[config.mk]
export PLATFORM = sky130hd
export DESIGN_NAME = bounded_deque_with_remove
export DESIGN_NICKNAME = d
export VERILOG_FILES = /design/src/rtl/bdq_pkg.sv /design/src/rtl/bdq_dpath.sv /design/src/rtl/bdq_ctrl.sv /design/src/rtl/bounded_deque_with_remove.sv
export SDC_FILE = /design/constraint.sdc
export NUM_CORES = 1
export LEC_CHECK = 0
export BUFFER_PORTS_ARGS = -buffer_cell sky130_fd_sc_hd__buf_2
export CAP_MARGIN = 5
export CORE_MARGIN = 2
export CORE_UTILIZATION = 45
export CTS_CLUSTER_DIAMETER = 40
export DETAILED_ROUTE_END_ITERATION = 16
export PLACE_DENSITY = 0.63
export SYNTH_ARGS = -nofsm -noshare
export SYNTH_HDL_FRONTEND = slang
export SYNTH_SLANG_ARGS = --single-unit
[constraint.sdc]
create_clock -name clk_i -period 5.2 [get_ports clk_i]
set_input_delay 0.52 -clock clk_i [delete_from_list [all_inputs] [get_ports clk_i]]
set_output_delay 0.52 -clock clk_i [all_outputs]
set_load 0.1 [all_outputs]
[src/rtl/bdq_pkg.sv]
// shared types and constants of the bounded deque
`timescale 1ns / 1ps

package bdq_pkg;

  localparam int DEPTH   = 16;
  localparam int DATA_W  = 32;
  localparam int ADDR_W  = $clog2(DEPTH);
  localparam int CNT_W   = $clog2(DEPTH + 1);
  localparam int POS_W   = 4;
  localparam int OCC_W   = 5;
  localparam int LI_W    = (CNT_W > POS_W) ? CNT_W : POS_W;

  typedef enum logic [2:0] {
    CMD_PUSH_BACK     = 3'd0,
    CMD_POP_BACK      = 3'd1,
    CMD_SHIFT_FRONT   = 3'd2,
    CMD_UNSHIFT_FRONT = 3'd3,
    CMD_REMOVE        = 3'd4,
    CMD_GET           = 3'd5
  } cmd_e;

  typedef enum logic [2:0] {
    ST_OK        = 3'd0,
    ST_EMPTY     = 3'd1,
    ST_NOT_FOUND = 3'd2,
    ST_FULL      = 3'd3,
    ST_RANGE     = 3'd4
  } status_e;

  // logical index used for a store read
  typedef enum logic [2:0] {
    LI_BACK,
    LI_FRONT,
    LI_POS,
    LI_IDX,
    LI_IDX_NEXT
  } li_sel_e;

  // slot and data for a store write
  typedef enum logic [1:0] {
    WR_BACK,
    WR_FRONT,
    WR_MOVE
  } wr_sel_e;

  typedef enum logic [3:0] {
    S_IDLE,
    S_DECODE,
    S_READ,
    S_SCAN_RD,
    S_SCAN_CMP,
    S_MOVE_RD,
    S_MOVE_WR,
    S_OUT
  } state_e;

  typedef struct packed {
    logic    load;
    logic    rd_en;
    li_sel_e li_sel;
    logic    wr_en;
    wr_sel_e wr_sel;
    logic    cnt_inc;
    logic    cnt_dec;
    logic    head_inc;
    logic    head_dec;
    logic    idx_clr;
    logic    idx_inc;
    logic    res_set;
    status_e res_status;
    logic    res_from_rd;
    logic    out_load;
  } dp_cmd_t;

  typedef struct packed {
    cmd_e op;
    logic empty;
    logic full;
    logic pos_oob;
    logic match;
    logic idx_last;
    logic move_last;
    logic out_busy;
  } dp_stat_t;

endpackage

[src/rtl/bdq_dpath.sv]
// deque datapath: ring store, pointers, count, result and output registers
`timescale 1ns / 1ps

module bdq_dpath (
  input  logic                      clk_i,
  input  logic                      rst_ni,
  input  bdq_pkg::dp_cmd_t          cmd_i,
  output bdq_pkg::dp_stat_t         stat_o,
  input  logic [2:0]                in_command_i,
  input  logic [31:0]               in_value_i,
  input  logic [bdq_pkg::POS_W-1:0] in_position_i,
  input  logic                      out_ready_i,
  output logic                      out_valid_o,
  output logic [31:0]               out_data_o,
  output logic [2:0]                out_status_o,
  output logic [bdq_pkg::OCC_W-1:0] out_occupancy_o
);

  localparam int AW = bdq_pkg::ADDR_W;
  localparam int CW = bdq_pkg::CNT_W;

  logic [bdq_pkg::DATA_W-1:0] mem_q [bdq_pkg::DEPTH];
  logic [bdq_pkg::DATA_W-1:0] rdata_q;

  bdq_pkg::cmd_e              op_q;
  logic [bdq_pkg::DATA_W-1:0] val_q;
  logic [bdq_pkg::POS_W-1:0]  pos_q;
  logic [AW-1:0]              head_q, head_d;
  logic [CW-1:0]              count_q, count_d;
  logic [AW-1:0]              idx_q, idx_d;
  bdq_pkg::status_e           res_status_q;
  logic [bdq_pkg::DATA_W-1:0] res_data_q;
  logic                       out_valid_q;
  logic [31:0]                out_data_q;
  logic [2:0]                 out_status_q;
  logic [bdq_pkg::OCC_W-1:0]  out_occ_q;

  logic [AW-1:0]              li, raddr, waddr, head_prev;
  logic [bdq_pkg::DATA_W-1:0] wdata;
  logic [CW:0]                idx_p1, idx_p2;

  function automatic logic [AW-1:0] slot_of(input logic [AW-1:0] head,
                                            input logic [AW-1:0] lidx);
    logic [AW:0] sum;
    sum = {1'b0, head} + {1'b0, lidx};
    if (sum >= (AW+1)'(bdq_pkg::DEPTH)) begin
      sum = sum - (AW+1)'(bdq_pkg::DEPTH);
    end
    return sum[AW-1:0];
  endfunction

  assign head_prev = (head_q == '0) ? AW'(bdq_pkg::DEPTH - 1) : head_q - AW'(1);
  assign idx_p1    = (CW+1)'(idx_q) + (CW+1)'(1);
  assign idx_p2    = (CW+1)'(idx_q) + (CW+1)'(2);

  // read address
  always_comb begin
    case (cmd_i.li_sel)
      bdq_pkg::LI_BACK:     li = AW'(count_q - CW'(1));
      bdq_pkg::LI_FRONT:    li = '0;
      bdq_pkg::LI_POS:      li = AW'(bdq_pkg::LI_W'(pos_q));
      bdq_pkg::LI_IDX:      li = idx_q;
      bdq_pkg::LI_IDX_NEXT: li = AW'(idx_p1);
      default:              li = '0;
    endcase
  end
  assign raddr = slot_of(head_q, li);

  // write address and data
  always_comb begin
    case (cmd_i.wr_sel)
      bdq_pkg::WR_BACK: begin
        waddr = slot_of(head_q, AW'(count_q));
        wdata = val_q;
      end
      bdq_pkg::WR_FRONT: begin
        waddr = head_prev;
        wdata = val_q;
      end
      bdq_pkg::WR_MOVE: begin
        waddr = slot_of(head_q, idx_q);
        wdata = rdata_q;
      end
      default: begin
        waddr = '0;
        wdata = val_q;
      end
    endcase
  end

  always_ff @(posedge clk_i) begin
    if (cmd_i.wr_en) begin
      mem_q[waddr] <= wdata;
    end
  end

  always_ff @(posedge clk_i) begin
    if (cmd_i.rd_en) begin
      rdata_q <= mem_q[raddr];
    end
  end

  always_comb begin
    head_d = head_q;
    if (cmd_i.head_inc) begin
      head_d = slot_of(head_q, AW'(1));
    end else if (cmd_i.head_dec) begin
      head_d = head_prev;
    end
    count_d = count_q;
    if (cmd_i.cnt_inc) begin
      count_d = count_q + CW'(1);
    end else if (cmd_i.cnt_dec) begin
      count_d = count_q - CW'(1);
    end
    idx_d = idx_q;
    if (cmd_i.idx_clr) begin
      idx_d = '0;
    end else if (cmd_i.idx_inc) begin
      idx_d = AW'(idx_p1);
    end
  end

  always_ff @(posedge clk_i or negedge rst_ni) begin
    if (!rst_ni) begin
      head_q      <= '0;
      count_q     <= '0;
      idx_q       <= '0;
      out_valid_q <= 1'b0;
    end else begin
      head_q  <= head_d;
      count_q <= count_d;
      idx_q   <= idx_d;
      if (cmd_i.out_load) begin
        out_valid_q <= 1'b1;
      end else if (out_ready_i) begin
        out_valid_q <= 1'b0;
      end
    end
  end

  always_ff @(posedge clk_i) begin
    if (cmd_i.load) begin
      op_q  <= bdq_pkg::cmd_e'(in_command_i);
      val_q <= bdq_pkg::DATA_W'(in_value_i);
      pos_q <= in_position_i;
    end
    if (cmd_i.res_set) begin
      res_status_q <= cmd_i.res_status;
      res_data_q   <= cmd_i.res_from_rd ? rdata_q : '0;
    end
    if (cmd_i.out_load) begin
      out_data_q   <= 32'(res_data_q);
      out_status_q <= res_status_q;
      out_occ_q    <= bdq_pkg::OCC_W'(count_q);
    end
  end

  assign stat_o.op        = op_q;
  assign stat_o.empty     = (count_q == '0);
  assign stat_o.full      = (count_q >= CW'(bdq_pkg::DEPTH));
  assign stat_o.pos_oob   = (bdq_pkg::LI_W'(pos_q) >= bdq_pkg::LI_W'(count_q));
  assign stat_o.match     = (rdata_q == val_q);
  assign stat_o.idx_last  = (idx_p1 >= (CW+1)'(count_q));
  assign stat_o.move_last = (idx_p2 >= (CW+1)'(count_q));
  assign stat_o.out_busy  = out_valid_q && !out_ready_i;

  assign out_valid_o     = out_valid_q;
  assign out_data_o      = out_data_q;
  assign out_status_o    = out_status_q;
  assign out_occupancy_o = out_occ_q;

`ifndef SYNTH
  a_count_bound: assert property (@(posedge clk_i) disable iff (!rst_ni)
    count_q <= CW'(bdq_pkg::DEPTH))
    else $error("entry count above depth");

  a_no_write_when_full: assert property (@(posedge clk_i) disable iff (!rst_ni)
    (cmd_i.wr_en && cmd_i.cnt_inc) |-> (count_q < CW'(bdq_pkg::DEPTH)))
    else $error("write into a full queue");

  a_dec_not_empty: assert property (@(posedge clk_i) disable iff (!rst_ni)
    cmd_i.cnt_dec |-> (count_q != '0) && !cmd_i.cnt_inc)
    else $error("count decrement on empty queue");

  a_out_load_free: assert property (@(posedge clk_i) disable iff (!rst_ni)
    cmd_i.out_load |-> !(out_valid_q && !out_ready_i))
    else $error("result overwritten before transfer");
`endif

endmodule

[src/rtl/bdq_ctrl.sv]
// deque controller state machine
`timescale 1ns / 1ps

module bdq_ctrl (
  input  logic               clk_i,
  input  logic               rst_ni,
  input  logic               in_valid_i,
  output logic               in_ready_o,
  input  bdq_pkg::dp_stat_t  stat_i,
  output bdq_pkg::dp_cmd_t   cmd_o
);

  bdq_pkg::state_e state_q, state_d;

  always_ff @(posedge clk_i or negedge rst_ni) begin
    if (!rst_ni) begin
      state_q <= bdq_pkg::S_IDLE;
    end else begin
      state_q <= state_d;
    end
  end

  // next state
  always_comb begin
    state_d = state_q;
    case (state_q)
      bdq_pkg::S_IDLE: begin
        if (in_valid_i) state_d = bdq_pkg::S_DECODE;
      end
      bdq_pkg::S_DECODE: begin
        case (stat_i.op)
          bdq_pkg::CMD_POP_BACK,
          bdq_pkg::CMD_SHIFT_FRONT: begin
            state_d = stat_i.empty ? bdq_pkg::S_OUT : bdq_pkg::S_READ;
          end
          bdq_pkg::CMD_GET: begin
            state_d = stat_i.pos_oob ? bdq_pkg::S_OUT : bdq_pkg::S_READ;
          end
          bdq_pkg::CMD_REMOVE: begin
            state_d = stat_i.empty ? bdq_pkg::S_OUT : bdq_pkg::S_SCAN_RD;
          end
          default: state_d = bdq_pkg::S_OUT;
        endcase
      end
      bdq_pkg::S_READ:    state_d = bdq_pkg::S_OUT;
      bdq_pkg::S_SCAN_RD: state_d = bdq_pkg::S_SCAN_CMP;
      bdq_pkg::S_SCAN_CMP: begin
        if (stat_i.idx_last) begin
          state_d = bdq_pkg::S_OUT;
        end else if (stat_i.match) begin
          state_d = bdq_pkg::S_MOVE_RD;
        end else begin
          state_d = bdq_pkg::S_SCAN_RD;
        end
      end
      bdq_pkg::S_MOVE_RD: state_d = bdq_pkg::S_MOVE_WR;
      bdq_pkg::S_MOVE_WR: begin
        state_d = stat_i.move_last ? bdq_pkg::S_OUT : bdq_pkg::S_MOVE_RD;
      end
      bdq_pkg::S_OUT: begin
        if (!stat_i.out_busy) state_d = bdq_pkg::S_IDLE;
      end
      default: state_d = bdq_pkg::S_IDLE;
    endcase
  end

  // datapath commands
  always_comb begin
    cmd_o            = '0;
    cmd_o.li_sel     = bdq_pkg::LI_FRONT;
    cmd_o.wr_sel     = bdq_pkg::WR_BACK;
    cmd_o.res_status = bdq_pkg::ST_OK;
    in_ready_o       = 1'b0;
    case (state_q)
      bdq_pkg::S_IDLE: begin
        in_ready_o = 1'b1;
        cmd_o.load = in_valid_i;
      end
      bdq_pkg::S_DECODE: begin
        case (stat_i.op)
          bdq_pkg::CMD_PUSH_BACK: begin
            cmd_o.res_set = 1'b1;
            if (stat_i.full) begin
              cmd_o.res_status = bdq_pkg::ST_FULL;
            end else begin
              cmd_o.wr_en   = 1'b1;
              cmd_o.wr_sel  = bdq_pkg::WR_BACK;
              cmd_o.cnt_inc = 1'b1;
            end
          end
          bdq_pkg::CMD_UNSHIFT_FRONT: begin
            cmd_o.res_set = 1'b1;
            if (stat_i.full) begin
              cmd_o.res_status = bdq_pkg::ST_FULL;
            end else begin
              cmd_o.wr_en    = 1'b1;
              cmd_o.wr_sel   = bdq_pkg::WR_FRONT;
              cmd_o.head_dec = 1'b1;
              cmd_o.cnt_inc  = 1'b1;
            end
          end
          bdq_pkg::CMD_POP_BACK: begin
            if (stat_i.empty) begin
              cmd_o.res_set    = 1'b1;
              cmd_o.res_status = bdq_pkg::ST_EMPTY;
            end else begin
              cmd_o.rd_en   = 1'b1;
              cmd_o.li_sel  = bdq_pkg::LI_BACK;
              cmd_o.cnt_dec = 1'b1;
            end
          end
          bdq_pkg::CMD_SHIFT_FRONT: begin
            if (stat_i.empty) begin
              cmd_o.res_set    = 1'b1;
              cmd_o.res_status = bdq_pkg::ST_EMPTY;
            end else begin
              cmd_o.rd_en    = 1'b1;
              cmd_o.li_sel   = bdq_pkg::LI_FRONT;
              cmd_o.head_inc = 1'b1;
              cmd_o.cnt_dec  = 1'b1;
            end
          end
          bdq_pkg::CMD_GET: begin
            if (stat_i.pos_oob) begin
              cmd_o.res_set    = 1'b1;
              cmd_o.res_status = bdq_pkg::ST_RANGE;
            end else begin
              cmd_o.rd_en  = 1'b1;
              cmd_o.li_sel = bdq_pkg::LI_POS;
            end
          end
          bdq_pkg::CMD_REMOVE: begin
            if (stat_i.empty) begin
              cmd_o.res_set    = 1'b1;
              cmd_o.res_status = bdq_pkg::ST_NOT_FOUND;
            end else begin
              cmd_o.idx_clr = 1'b1;
            end
          end
          default: begin
            cmd_o.res_set = 1'b1;
          end
        endcase
      end
      bdq_pkg::S_READ: begin
        cmd_o.res_set     = 1'b1;
        cmd_o.res_from_rd = 1'b1;
      end
      bdq_pkg::S_SCAN_RD: begin
        cmd_o.rd_en  = 1'b1;
        cmd_o.li_sel = bdq_pkg::LI_IDX;
      end
      bdq_pkg::S_SCAN_CMP: begin
        if (stat_i.match) begin
          cmd_o.res_set     = 1'b1;
          cmd_o.res_from_rd = 1'b1;
          cmd_o.cnt_dec     = stat_i.idx_last;
        end else if (stat_i.idx_last) begin
          cmd_o.res_set    = 1'b1;
          cmd_o.res_status = bdq_pkg::ST_NOT_FOUND;
        end else begin
          cmd_o.idx_inc = 1'b1;
        end
      end
      bdq_pkg::S_MOVE_RD: begin
        cmd_o.rd_en  = 1'b1;
        cmd_o.li_sel = bdq_pkg::LI_IDX_NEXT;
      end
      bdq_pkg::S_MOVE_WR: begin
        cmd_o.wr_en   = 1'b1;
        cmd_o.wr_sel  = bdq_pkg::WR_MOVE;
        cmd_o.idx_inc = 1'b1;
        cmd_o.cnt_dec = stat_i.move_last;
      end
      bdq_pkg::S_OUT: begin
        cmd_o.out_load = !stat_i.out_busy;
      end
      default: begin
        cmd_o.load = 1'b0;
      end
    endcase
  end

`ifndef SYNTH
  a_ready_only_idle: assert property (@(posedge clk_i) disable iff (!rst_ni)
    in_ready_o |-> !cmd_o.wr_en && !cmd_o.rd_en && !cmd_o.out_load)
    else $error("transfer accepted while a command is at work");

  a_accept_decodes: assert property (@(posedge clk_i) disable iff (!rst_ni)
    (in_valid_i && in_ready_o) |=> (state_q == bdq_pkg::S_DECODE))
    else $error("accepted command not decoded");

  a_one_result: assert property (@(posedge clk_i) disable iff (!rst_ni)
    cmd_o.out_load |=> (state_q == bdq_pkg::S_IDLE))
    else $error("result loaded without return to idle");
`endif

endmodule

[src/rtl/bounded_deque_with_remove.sv]
// top level of the bounded double-ended queue with remove by value
// sequence: push, unshift and commands that fail at decode go from decode to output;
//   pop, shift and get pass a read state between, set by the registered store read port
// remove: a read and a compare state per entry scanned up to the match, then a read
//   and a write state per entry moved to close the gap, as both share the one read port
// throughput: one command at a time; the output state waits until the last result is taken,
//   and the next input transfer is taken the cycle after the result enters the output register
// reset: asynchronous active low; queue empty, head at slot zero, store contents undefined
`timescale 1ns / 1ps

module bounded_deque_with_remove (
  input  logic        clk_i,
  input  logic        rst_ni,
  // input channel
  input  logic        s_axis_tvalid_i,
  output logic        s_axis_tready_o,
  input  logic [39:0] s_axis_tdata_i,   // value [31:0], position [35:32], zero pad [39:36]
  input  logic [2:0]  s_axis_tuser_i,   // command [2:0]
  // result channel
  output logic        m_axis_tvalid_o,
  input  logic        m_axis_tready_i,
  output logic [39:0] m_axis_tdata_o,   // data_out [31:0], occupancy [36:32], zero pad [39:37]
  output logic [2:0]  m_axis_tuser_o    // status [2:0]
);

  bdq_pkg::dp_cmd_t  dp_cmd;
  bdq_pkg::dp_stat_t dp_stat;

  logic [31:0]               res_data;
  logic [bdq_pkg::OCC_W-1:0] res_occ;

  // sequencing of each command, one transfer in flight
  bdq_ctrl u_ctrl (
    .clk_i      (clk_i),
    .rst_ni     (rst_ni),
    .in_valid_i (s_axis_tvalid_i),
    .in_ready_o (s_axis_tready_o),
    .stat_i     (dp_stat),
    .cmd_o      (dp_cmd)
  );

  // ring store, pointers and output register
  bdq_dpath u_dpath (
    .clk_i           (clk_i),
    .rst_ni          (rst_ni),
    .cmd_i           (dp_cmd),
    .stat_o          (dp_stat),
    .in_command_i    (s_axis_tuser_i),
    .in_value_i      (s_axis_tdata_i[31:0]),
    .in_position_i   (s_axis_tdata_i[35:32]),
    .out_ready_i     (m_axis_tready_i),
    .out_valid_o     (m_axis_tvalid_o),
    .out_data_o      (res_data),
    .out_status_o    (m_axis_tuser_o),
    .out_occupancy_o (res_occ)
  );

  // pack the result fields, lowest field first
  assign m_axis_tdata_o = {3'b000, res_occ, res_data};

endmodule

==> flow_metrics.py, run 1 <==
metrics = {
    "cts": {
        "cts-resized-gates": 0,
        "clkTransAtPathRegs_ps": 60,
        "holdBufCountCts": 1,
        "cts_setup_buffers": 0,
        "h-tree-depth": 3,
        "cts_sinks": 675,
        "cts_tree": "done",
        "numCtsBuffers": 88,
        "clk_latency_ps": 640,
        "clockRootBuffer": "clkbuf_16",
        "clock_path_buffers": 3,
    },
    "cells_and_area": {
        "num_antenna_cells": 0,
        "area_delta_synth_final_pct": 17.6,
        "final.fill_count": 4615,
        "drive_gt1_share_pct": 26.5,
        "nNetsFinal": 1622,
        "final_area_mm2": 0.0319,
    },
    "detailed_routing": {
        "drt-initial-drc-count": 1369,
        "drtPass1Iterations": 7,
        "vias_per_cell": 5.66,
        "route.detailed.drc": 0,
        "routedWlPerCell_um": 25.8,
        "ant_nets": 0,
        "vias": 13500,
        "wl_mm": 61.6,
    },
    "sta": {
        "slew_headroom_pct": 28.4,
        "drv_slew": 0,
        "max_slew.worst_pin.slew_ps": 1070,
        "fin_crit_ps": 4740,
        "final.setup_skew_ps": 30.2,
        "fmax_mhz": 211,
        "finalHoldViolCount": 0,
        "setup_tns_ps": 0,
        "rsz0062_at_grt": "no",
        "setup_viol": 0,
        "min_period_over_period_pct": 91.2,
    },
    "outcome": {
        "outcome": "completed",
    },
    "die": {
        "start_util_pct": 45.7,
        "ios": 92,
        "die-area_mm2": 0.0622,
        "core_area_mm2": 0.0592,
        "die_width_um": 249,
        "die-height_um": 249,
        "rows": 89,
    },
    "power_and_ir_drop": {
        "netSwitchingPower_mw": 8.57,
        "internal_power_mw": 15.5,
        "netSwitchingFraction_pct": 35.7,
        "p_per_area_mw_per_mm2": 754,
        "pwr-share-comb_pct": 39.7,
        "seqPwrFrac_pct": 35.3,
        "leakagePower_nw": 11.0,
        "ir_drop_uv": 709,
        "pwr-share-clk_pct": 25.0,
    },
    "critical_path": {
        "cp_max_fo": 78,
        "rr_worst_depth": 12,
        "critPathArrivalTime_ps": 5100,
        "cp-end-kind": "flop",
        "crit_type": "flop to flop",
        "cp-start-kind": "flop",
        "cp.required_ps": 5560,
        "cp-startpoint": "u_dpath.count_q[2]$_DFFE_PN0P_",
        "worst_r2r_startpoint": "u_dpath.count_q[2]$_DFFE_PN0P_",
    },
    "min_path": {
        "min_path_type": "input pin to flop",
        "hp-start": "s_axis_tdata_i[8]",
        "hold-path-cell-count": 1,
    },
    "logic_synthesis": {
        "ys_seq_area_share_pct": 74.5,
        "ys_warn_count": 0,
        "postSynthAreaPerCell_um2": 19.4,
        "ys_ff_latch": 675,
        "netlist_area_mm2": 0.0271,
        "synthArstFlopShare_pct": 2.52,
        "yosysUniqueCellTypes": 60,
        "synth-edff-count": 658,
        "synthCells": 1393,
        "synth_ff_type": "edfxtp_1",
    },
    "place": {
        "port_buffers": 84,
        "dp_hpwl_mm": 33.6,
        "gp_congestion": 0.848,
        "placed_cell_area_mm2": 0.0289,
    },
    "global_routing": {
        "track_usage_pct": 20.1,
        "grt_pass1_vias": 14000,
        "grt_max_degree": 79,
        "antenna_found_initial": 0,
        "overflow": 0,
        "grt_pass1_wl_mm": 90.7,
    },
    "flow_run": {
        "cap_violations": 0,
    },
}
==> cells in the mapped netlist, types with 4 or more instances <==
master / instances / area share [%]
a211oi_1: 5 / 0.14
a21o_1: 4 / 0.11
a21oi_1: 14 / 0.26
a22oi_1: 4 / 0.11
and2_1: 33 / 0.76
buf_2: 16 / 0.30
buf_4: 5 / 0.14
buf_6: 6 / 0.25
clkbuf_1: 29 / 0.40
dfrtp_1: 17 / 1.6
edfxtp_1: 658 / 73
ha_1: 27 / 1.2
inv_1: 18 / 0.25
mux2i_1: 107 / 4.0
mux4_2: 128 / 11
nand2_1: 125 / 1.7
nand2b_1: 9 / 0.21
nand3_1: 9 / 0.17
nand4_1: 13 / 0.30
nor2_1: 34 / 0.47
nor2b_1: 4 / 0.092
nor3_1: 6 / 0.11
o21ai_0: 20 / 0.37
xnor2_1: 39 / 1.3
xor2_1: 6 / 0.19
==> flip-flops by register name (all words and copies together), names as in the netlist <==
| signal | cells |
|---|---|
| u_dpath.op_q | 3 |
| u_dpath.head_q | 4 |
| u_dpath.rdata_q | 32 |
| u_dpath.out_status_o | 3 |
| u_dpath.mem_q | 512 |
| u_dpath.res_status_q | 3 |
| u_dpath.idx_q | 4 |
| u_dpath.val_q | 32 |
| u_dpath.count_q | 5 |
| u_dpath.out_data_o | 32 |
| u_dpath.pos_q | 4 |
| u_dpath.out_valid_o | 1 |
| u_ctrl.state_q | 3 |
| u_dpath.res_data_q | 32 |
| u_dpath.out_occupancy_o | 5 |
==> cells in the final DEF (no fill, tap or decap), types with 12 or more instances in the layout <==
cell,n
nor2_4,18
buf_2,84
inv_1,18
a21oi_1,13
edfxtp_1,658
mux4_2,128
dfrtp_1,17
clkinv_4,12
o21ai_0,20
nand2_1,125
nor2_1,16
clkbuf_16,91
mux2i_1,107
and2_1,32
xnor2_1,39
clkbuf_1,12
clkinv_2,12
buf_4,19
nand4_1,13
buf_12,19
ha_1,26
==> final timing paths <==
path / to / slack, ps
max in group asynchronous: u_dpath.idx_q[3]$_DFFE_PN0P_ / 4510
max: u_dpath.rdata_q[18]$_DFFE_PP_ / 460
min: u_dpath.val_q[8]$_DFFE_PP_ / 60
max reg2reg: u_dpath.rdata_q[18]$_DFFE_PP_ / 460
min in group asynchronous: u_dpath.head_q[2]$_DFFE_PN0P_ / 380
min reg2reg: u_dpath.out_status_o[2]$_DFFE_PP_ / 420
==> cell type report <==
class	instances	area (um2)	area share, %
clock buffers	103	2320	7.29
clock inverters	59	649	2.04
inverters	18	67.6	0.212
multi-input cells	640	6710	21.1
flip-flops and latches	675	20200	63.4
well taps	773	967	3.04
repair buffers	123	953	2.99
==> metrics by stage <==
step	utilization, %	setup slack (ps)	cells	total power [mW]	hold slack, ps
finish	53.8	456	2391	24.0	57.7
floorplan	-	816	1395	15.4	224
CTS	53.8	387	2391	24.3	23.5
global placement	48.7	478	2228	18.1	401
detailed placement	48.7	429	2228	18.2	405
global route	53.8	201	2391	25.2	28.7
==> power groups by stage <==
stage | Clock (mW) | Sequential (mW) | Combinational [mW]
floorplan | 0 | 9.04 | 6.33
global placement | 0 | 8.52 | 9.53
detailed placement | 0 | 8.58 | 9.67
CTS | 6.11 | 8.48 | 9.72
global route | 6.33 | 8.58 | 10.3
finish | 6.00 | 8.47 | 9.54
==> critical path: stages, from the launching register on <==
cell	delay, ps
dfrtp_1	520
inv_1	230
ha_1	350
nand2_1	50
o21ai_0	480
a31oi_4	200
a221o_1	450
ha_4	190
fa_4	850
buf_12	380
mux4_2	390
mux2i_1	180
mux2i_1	110
==> metal layers <==
metal  track usage (%)  wire (um)  vias to the layer above
met5                 0          0                        -
met1              28.0      26300                     7074
met3              3.69       3880                      112
met4              6.90       1850                        0
met2              32.2      29600                      467
li1                  -          -                     5892
==> logic make-up (layout without fill, tap and decap cells) <==
kind of cell / count (synthesis) / after routing / synth area share, %
flops: 675 / 675 / 74.5
simple gates: 248 / 248 / 4.37
mux: 237 / 237 / 14.7
buf+inv: 80 / 303 / 1.47
compound gates: 75 / 75 / 1.92
xor+xnor: 48 / 48 / 1.66
fa+ha+maj: 29 / 29 / 1.39
other cells: 1 / 3 / 0.0138
Power figures use the tool's default switching activity.
==> run 2: changes to the inputs <==
--- a/config.mk
+++ b/config.mk
@@ -5,13 +5,14 @@
 export SDC_FILE = /design/constraint.sdc
 export NUM_CORES = 1
 export LEC_CHECK = 0
+export ABC_AREA = 1
 export BUFFER_PORTS_ARGS = -buffer_cell sky130_fd_sc_hd__buf_2
 export CAP_MARGIN = 5
 export CORE_MARGIN = 2
-export CORE_UTILIZATION = 45
+export CORE_UTILIZATION = 50
 export CTS_CLUSTER_DIAMETER = 40
 export DETAILED_ROUTE_END_ITERATION = 16
-export PLACE_DENSITY = 0.63
+export PLACE_DENSITY = 0.72
 export SYNTH_ARGS = -nofsm -noshare
 export SYNTH_HDL_FRONTEND = slang
 export SYNTH_SLANG_ARGS = --single-unit
==> run 2 against run 1 <==
  * First-iteration DRC count up 47%
  * Global-route usage up 3.5 points
  * Critical path depth up 8
  * Non-clock buffer count up 28
  * Critical endpoint is now u_dpath.rdata_q[1]$_DFFE_PP_
  * Cell area about the same
  * Largest cell class unchanged
  * Worst hold slack better by 28 ps
==> flow_metrics.py, run 2 <==
metrics = {
    "outcome": {
        "outcome": "completed",
    },
    "cts": {
        "cts-resized-gates": 0,
        "cts_tree": "done",
        "h-tree-depth": 3,
        "clockRootBuffer": "clkbuf_16",
        "clock_path_buffers": 3,
        "clkTransAtPathRegs_ps": 60,
        "numCtsBuffers": 75,
        "clk_latency_ps": 610,
        "cts_sinks": 675,
    },
    "logic_synthesis": {
        "yosysTopAreaCell": "edfxtp_1",
        "synth_ff_type": "edfxtp_1",
        "postSynthAreaPerCell_um2": 12.6,
        "synthCells": 2196,
        "synth_top_area_share_pct": 71.5,
        "ys_ff_latch": 675,
        "yosysMostFrequentCell": "edfxtp_1",
        "synthArstFlopShare_pct": 2.52,
        "ys_top_cells_by_area": "edfxtp_1, nand2_1, o21ai_0",
        "synth-edff-count": 658,
        "synthTopCellsByCount": "edfxtp_1, nand2_1, o21ai_0, nor2_1, inv_1",
        "netlist_area_mm2": 0.0276,
        "ys_seq_area_share_pct": 73.0,
        "yosysUniqueCellTypes": 41,
        "ys_warn_count": 0,
    },
    "detailed_routing": {
        "route.detailed.drc": 0,
        "vias": 18000,
        "drtPass1Iterations": 5,
        "routedWlPerCell_um": 22.1,
        "ant_nets": 0,
        "vias_per_cell": 5.85,
        "wl_mm": 67.9,
        "drt-initial-drc-count": 2007,
    },
    "cells_and_area": {
        "num_antenna_cells": 0,
        "area_delta_synth_final_pct": 15.3,
        "nNetsFinal": 2380,
        "largest_register": "u_dpath.mem_q",
        "largest_reg_flops": 512,
        "final_cell_count_no_fill": 3070,
        "layout_commonest_cell": "edfxtp_1",
        "drive_gt1_share_pct": 13.5,
        "final_cell_mix": "edfxtp_1, nand2_1, o21ai_0",
    },
    "die": {
        "rows": 86,
        "start_util_pct": 50.4,
        "die-area_mm2": 0.0572,
        "ios": 92,
        "core_area_mm2": 0.0549,
        "die-height_um": 239,
        "die_width_um": 239,
    },
    "critical_path": {
        "crit_type": "flop to flop",
        "cp_max_fo": 256,
        "cp.required_ps": 5680,
        "rr_worst_depth": 20,
        "critPathArrivalTime_ps": 5240,
        "reg2reg_to": "u_dpath.rdata_q[1]$_DFFE_PP_",
        "cp-end-kind": "flop",
        "rrSetupSlack_ps": 440,
        "worst_r2r_startpoint": "u_dpath.count_q[2]$_DFFE_PN0P_",
        "cp-start-kind": "flop",
    },
    "sta": {
        "fin_hold_ws_ps": 85.7,
        "max_slew.worst_pin.slew_ps": 1490,
        "setup_tns_ps": 0,
        "setup_viol": 0,
        "fin_crit_ps": 4760,
        "rsz0062_at_grt": "no",
        "min_period_over_period_pct": 91.6,
        "slew_headroom_pct": 0.640,
        "final.setup_skew_ps": 16.5,
        "drv_slew": 0,
        "finalHoldViolCount": 0,
        "fmax_mhz": 210,
    },
    "place": {
        "dp_hpwl_mm": 36.7,
        "port_buffers": 84,
        "dp.cells": 2930,
        "gp_congestion": 0.878,
    },
    "min_path": {
        "worstHoldEndpoint": "u_dpath.pos_q[1]$_DFFE_PP_",
        "min_path_type": "input pin to flop",
        "hold-path-cell-count": 1,
        "hp-start": "s_axis_tdata_i[33]",
    },
    "global_routing": {
        "grt_pass1_vias": 17300,
        "grt_max_degree": 257,
        "track_usage_pct": 23.6,
        "grt_pass1_wl_mm": 101,
        "antenna_found_initial": 1,
        "overflow": 0,
    },
    "flow_run": {
        "cap_violations": 0,
    },
}
[run 2: cell type report]
type	instances	area (um2)
fill	4111	23000
clock buffer	84	1950
clock inverter	55	586
multi-input combinational	1305	6750
sequential	675	20200
tap	704	881
timing repair buffer	151	1150
inverter	96	368
[run 2: worst max-delay path, stage by stage (launching register included)]
cell,delay [ps]
dfrtp_1,500
inv_1,180
ha_1,340
nand2_1,70
nand2_1,50
nand2_1,60
nand3_1,200
nor2_4,210
nor2_2,90
nand2_1,90
inv_1,60
a22oi_1,130
o211ai_1,190
ha_4,370
buf_12,580
o21ai_0,340
o22ai_1,280
nand2_1,70
o21ai_0,90
nand3_1,90
nand2_1,100
[run 2: cell families after synthesis]
group,Yosys count,synth area share (%)
AND/OR/NAND/NOR,777,11.4
AO/OA/AOI/OAI,464,10.0
other,1,0.0136
buffers and inverters,218,3.18
flip-flops,675,73.0
adder cells (fa/ha/maj),29,1.37
XOR/XNOR,32,1.01
[run 2: worst max-delay path by stage]
stage	startpoint	endpoint	depth (start not counted)
after global routing	u_dpath.count_q[2]$_DFFE_PN0P_	u_dpath.rdata_q[22]$_DFFE_PP_	21
after global placement	u_dpath.count_q[2]$_DFFE_PN0P_	u_dpath.rdata_q[27]$_DFFE_PP_	21
final	u_dpath.count_q[2]$_DFFE_PN0P_	u_dpath.rdata_q[1]$_DFFE_PP_	20
after floorplan	u_ctrl.state_q[1]$_DFFE_PN0P_	u_dpath.op_q[0]$_DFFE_PP_	3
after CTS	u_dpath.count_q[2]$_DFFE_PN0P_	u_dpath.rdata_q[25]$_DFFE_PP_	21
after detailed placement	u_dpath.count_q[2]$_DFFE_PN0P_	u_dpath.rdata_q[27]$_DFFE_PP_	21
[run 2: repair_timing]
action                    4_1_cts  5_1_grt
setup buffers                   0        0
hold buffers                    1        0
hold endpoints to repair       17        0
[run 2: stage by stage]
step                setup WS (ps)  utilization (%)  cell area [um2]
global route                  102             58.1            31900
CTS                           519             58.1            31900
finish                        438             58.1            31900
floorplan                     243                -            27700
detailed placement            605             53.4            29300
global placement              659             53.4            29300
[run 2: metal layers]
| metal | routed length [um] | GRT usage (%) | vias to the layer above | share of wire (%) |
|---|---|---|---|---|
| li1 | - | - | 8140 | - |
| met1 | 27200 | 32.1 | 8747 | 40 |
| met2 | 32200 | 38.1 | 925 | 47 |
| met3 | 6210 | 3.90 | 158 | 9.1 |
| met4 | 2250 | 9.83 | 2 | 3.3 |
| met5 | 13 | 0 | - | 0.019 |
Power of run 2 is not shown: default switching activity piles up to over one toggle a cycle in this logic, so the estimate is an artifact.
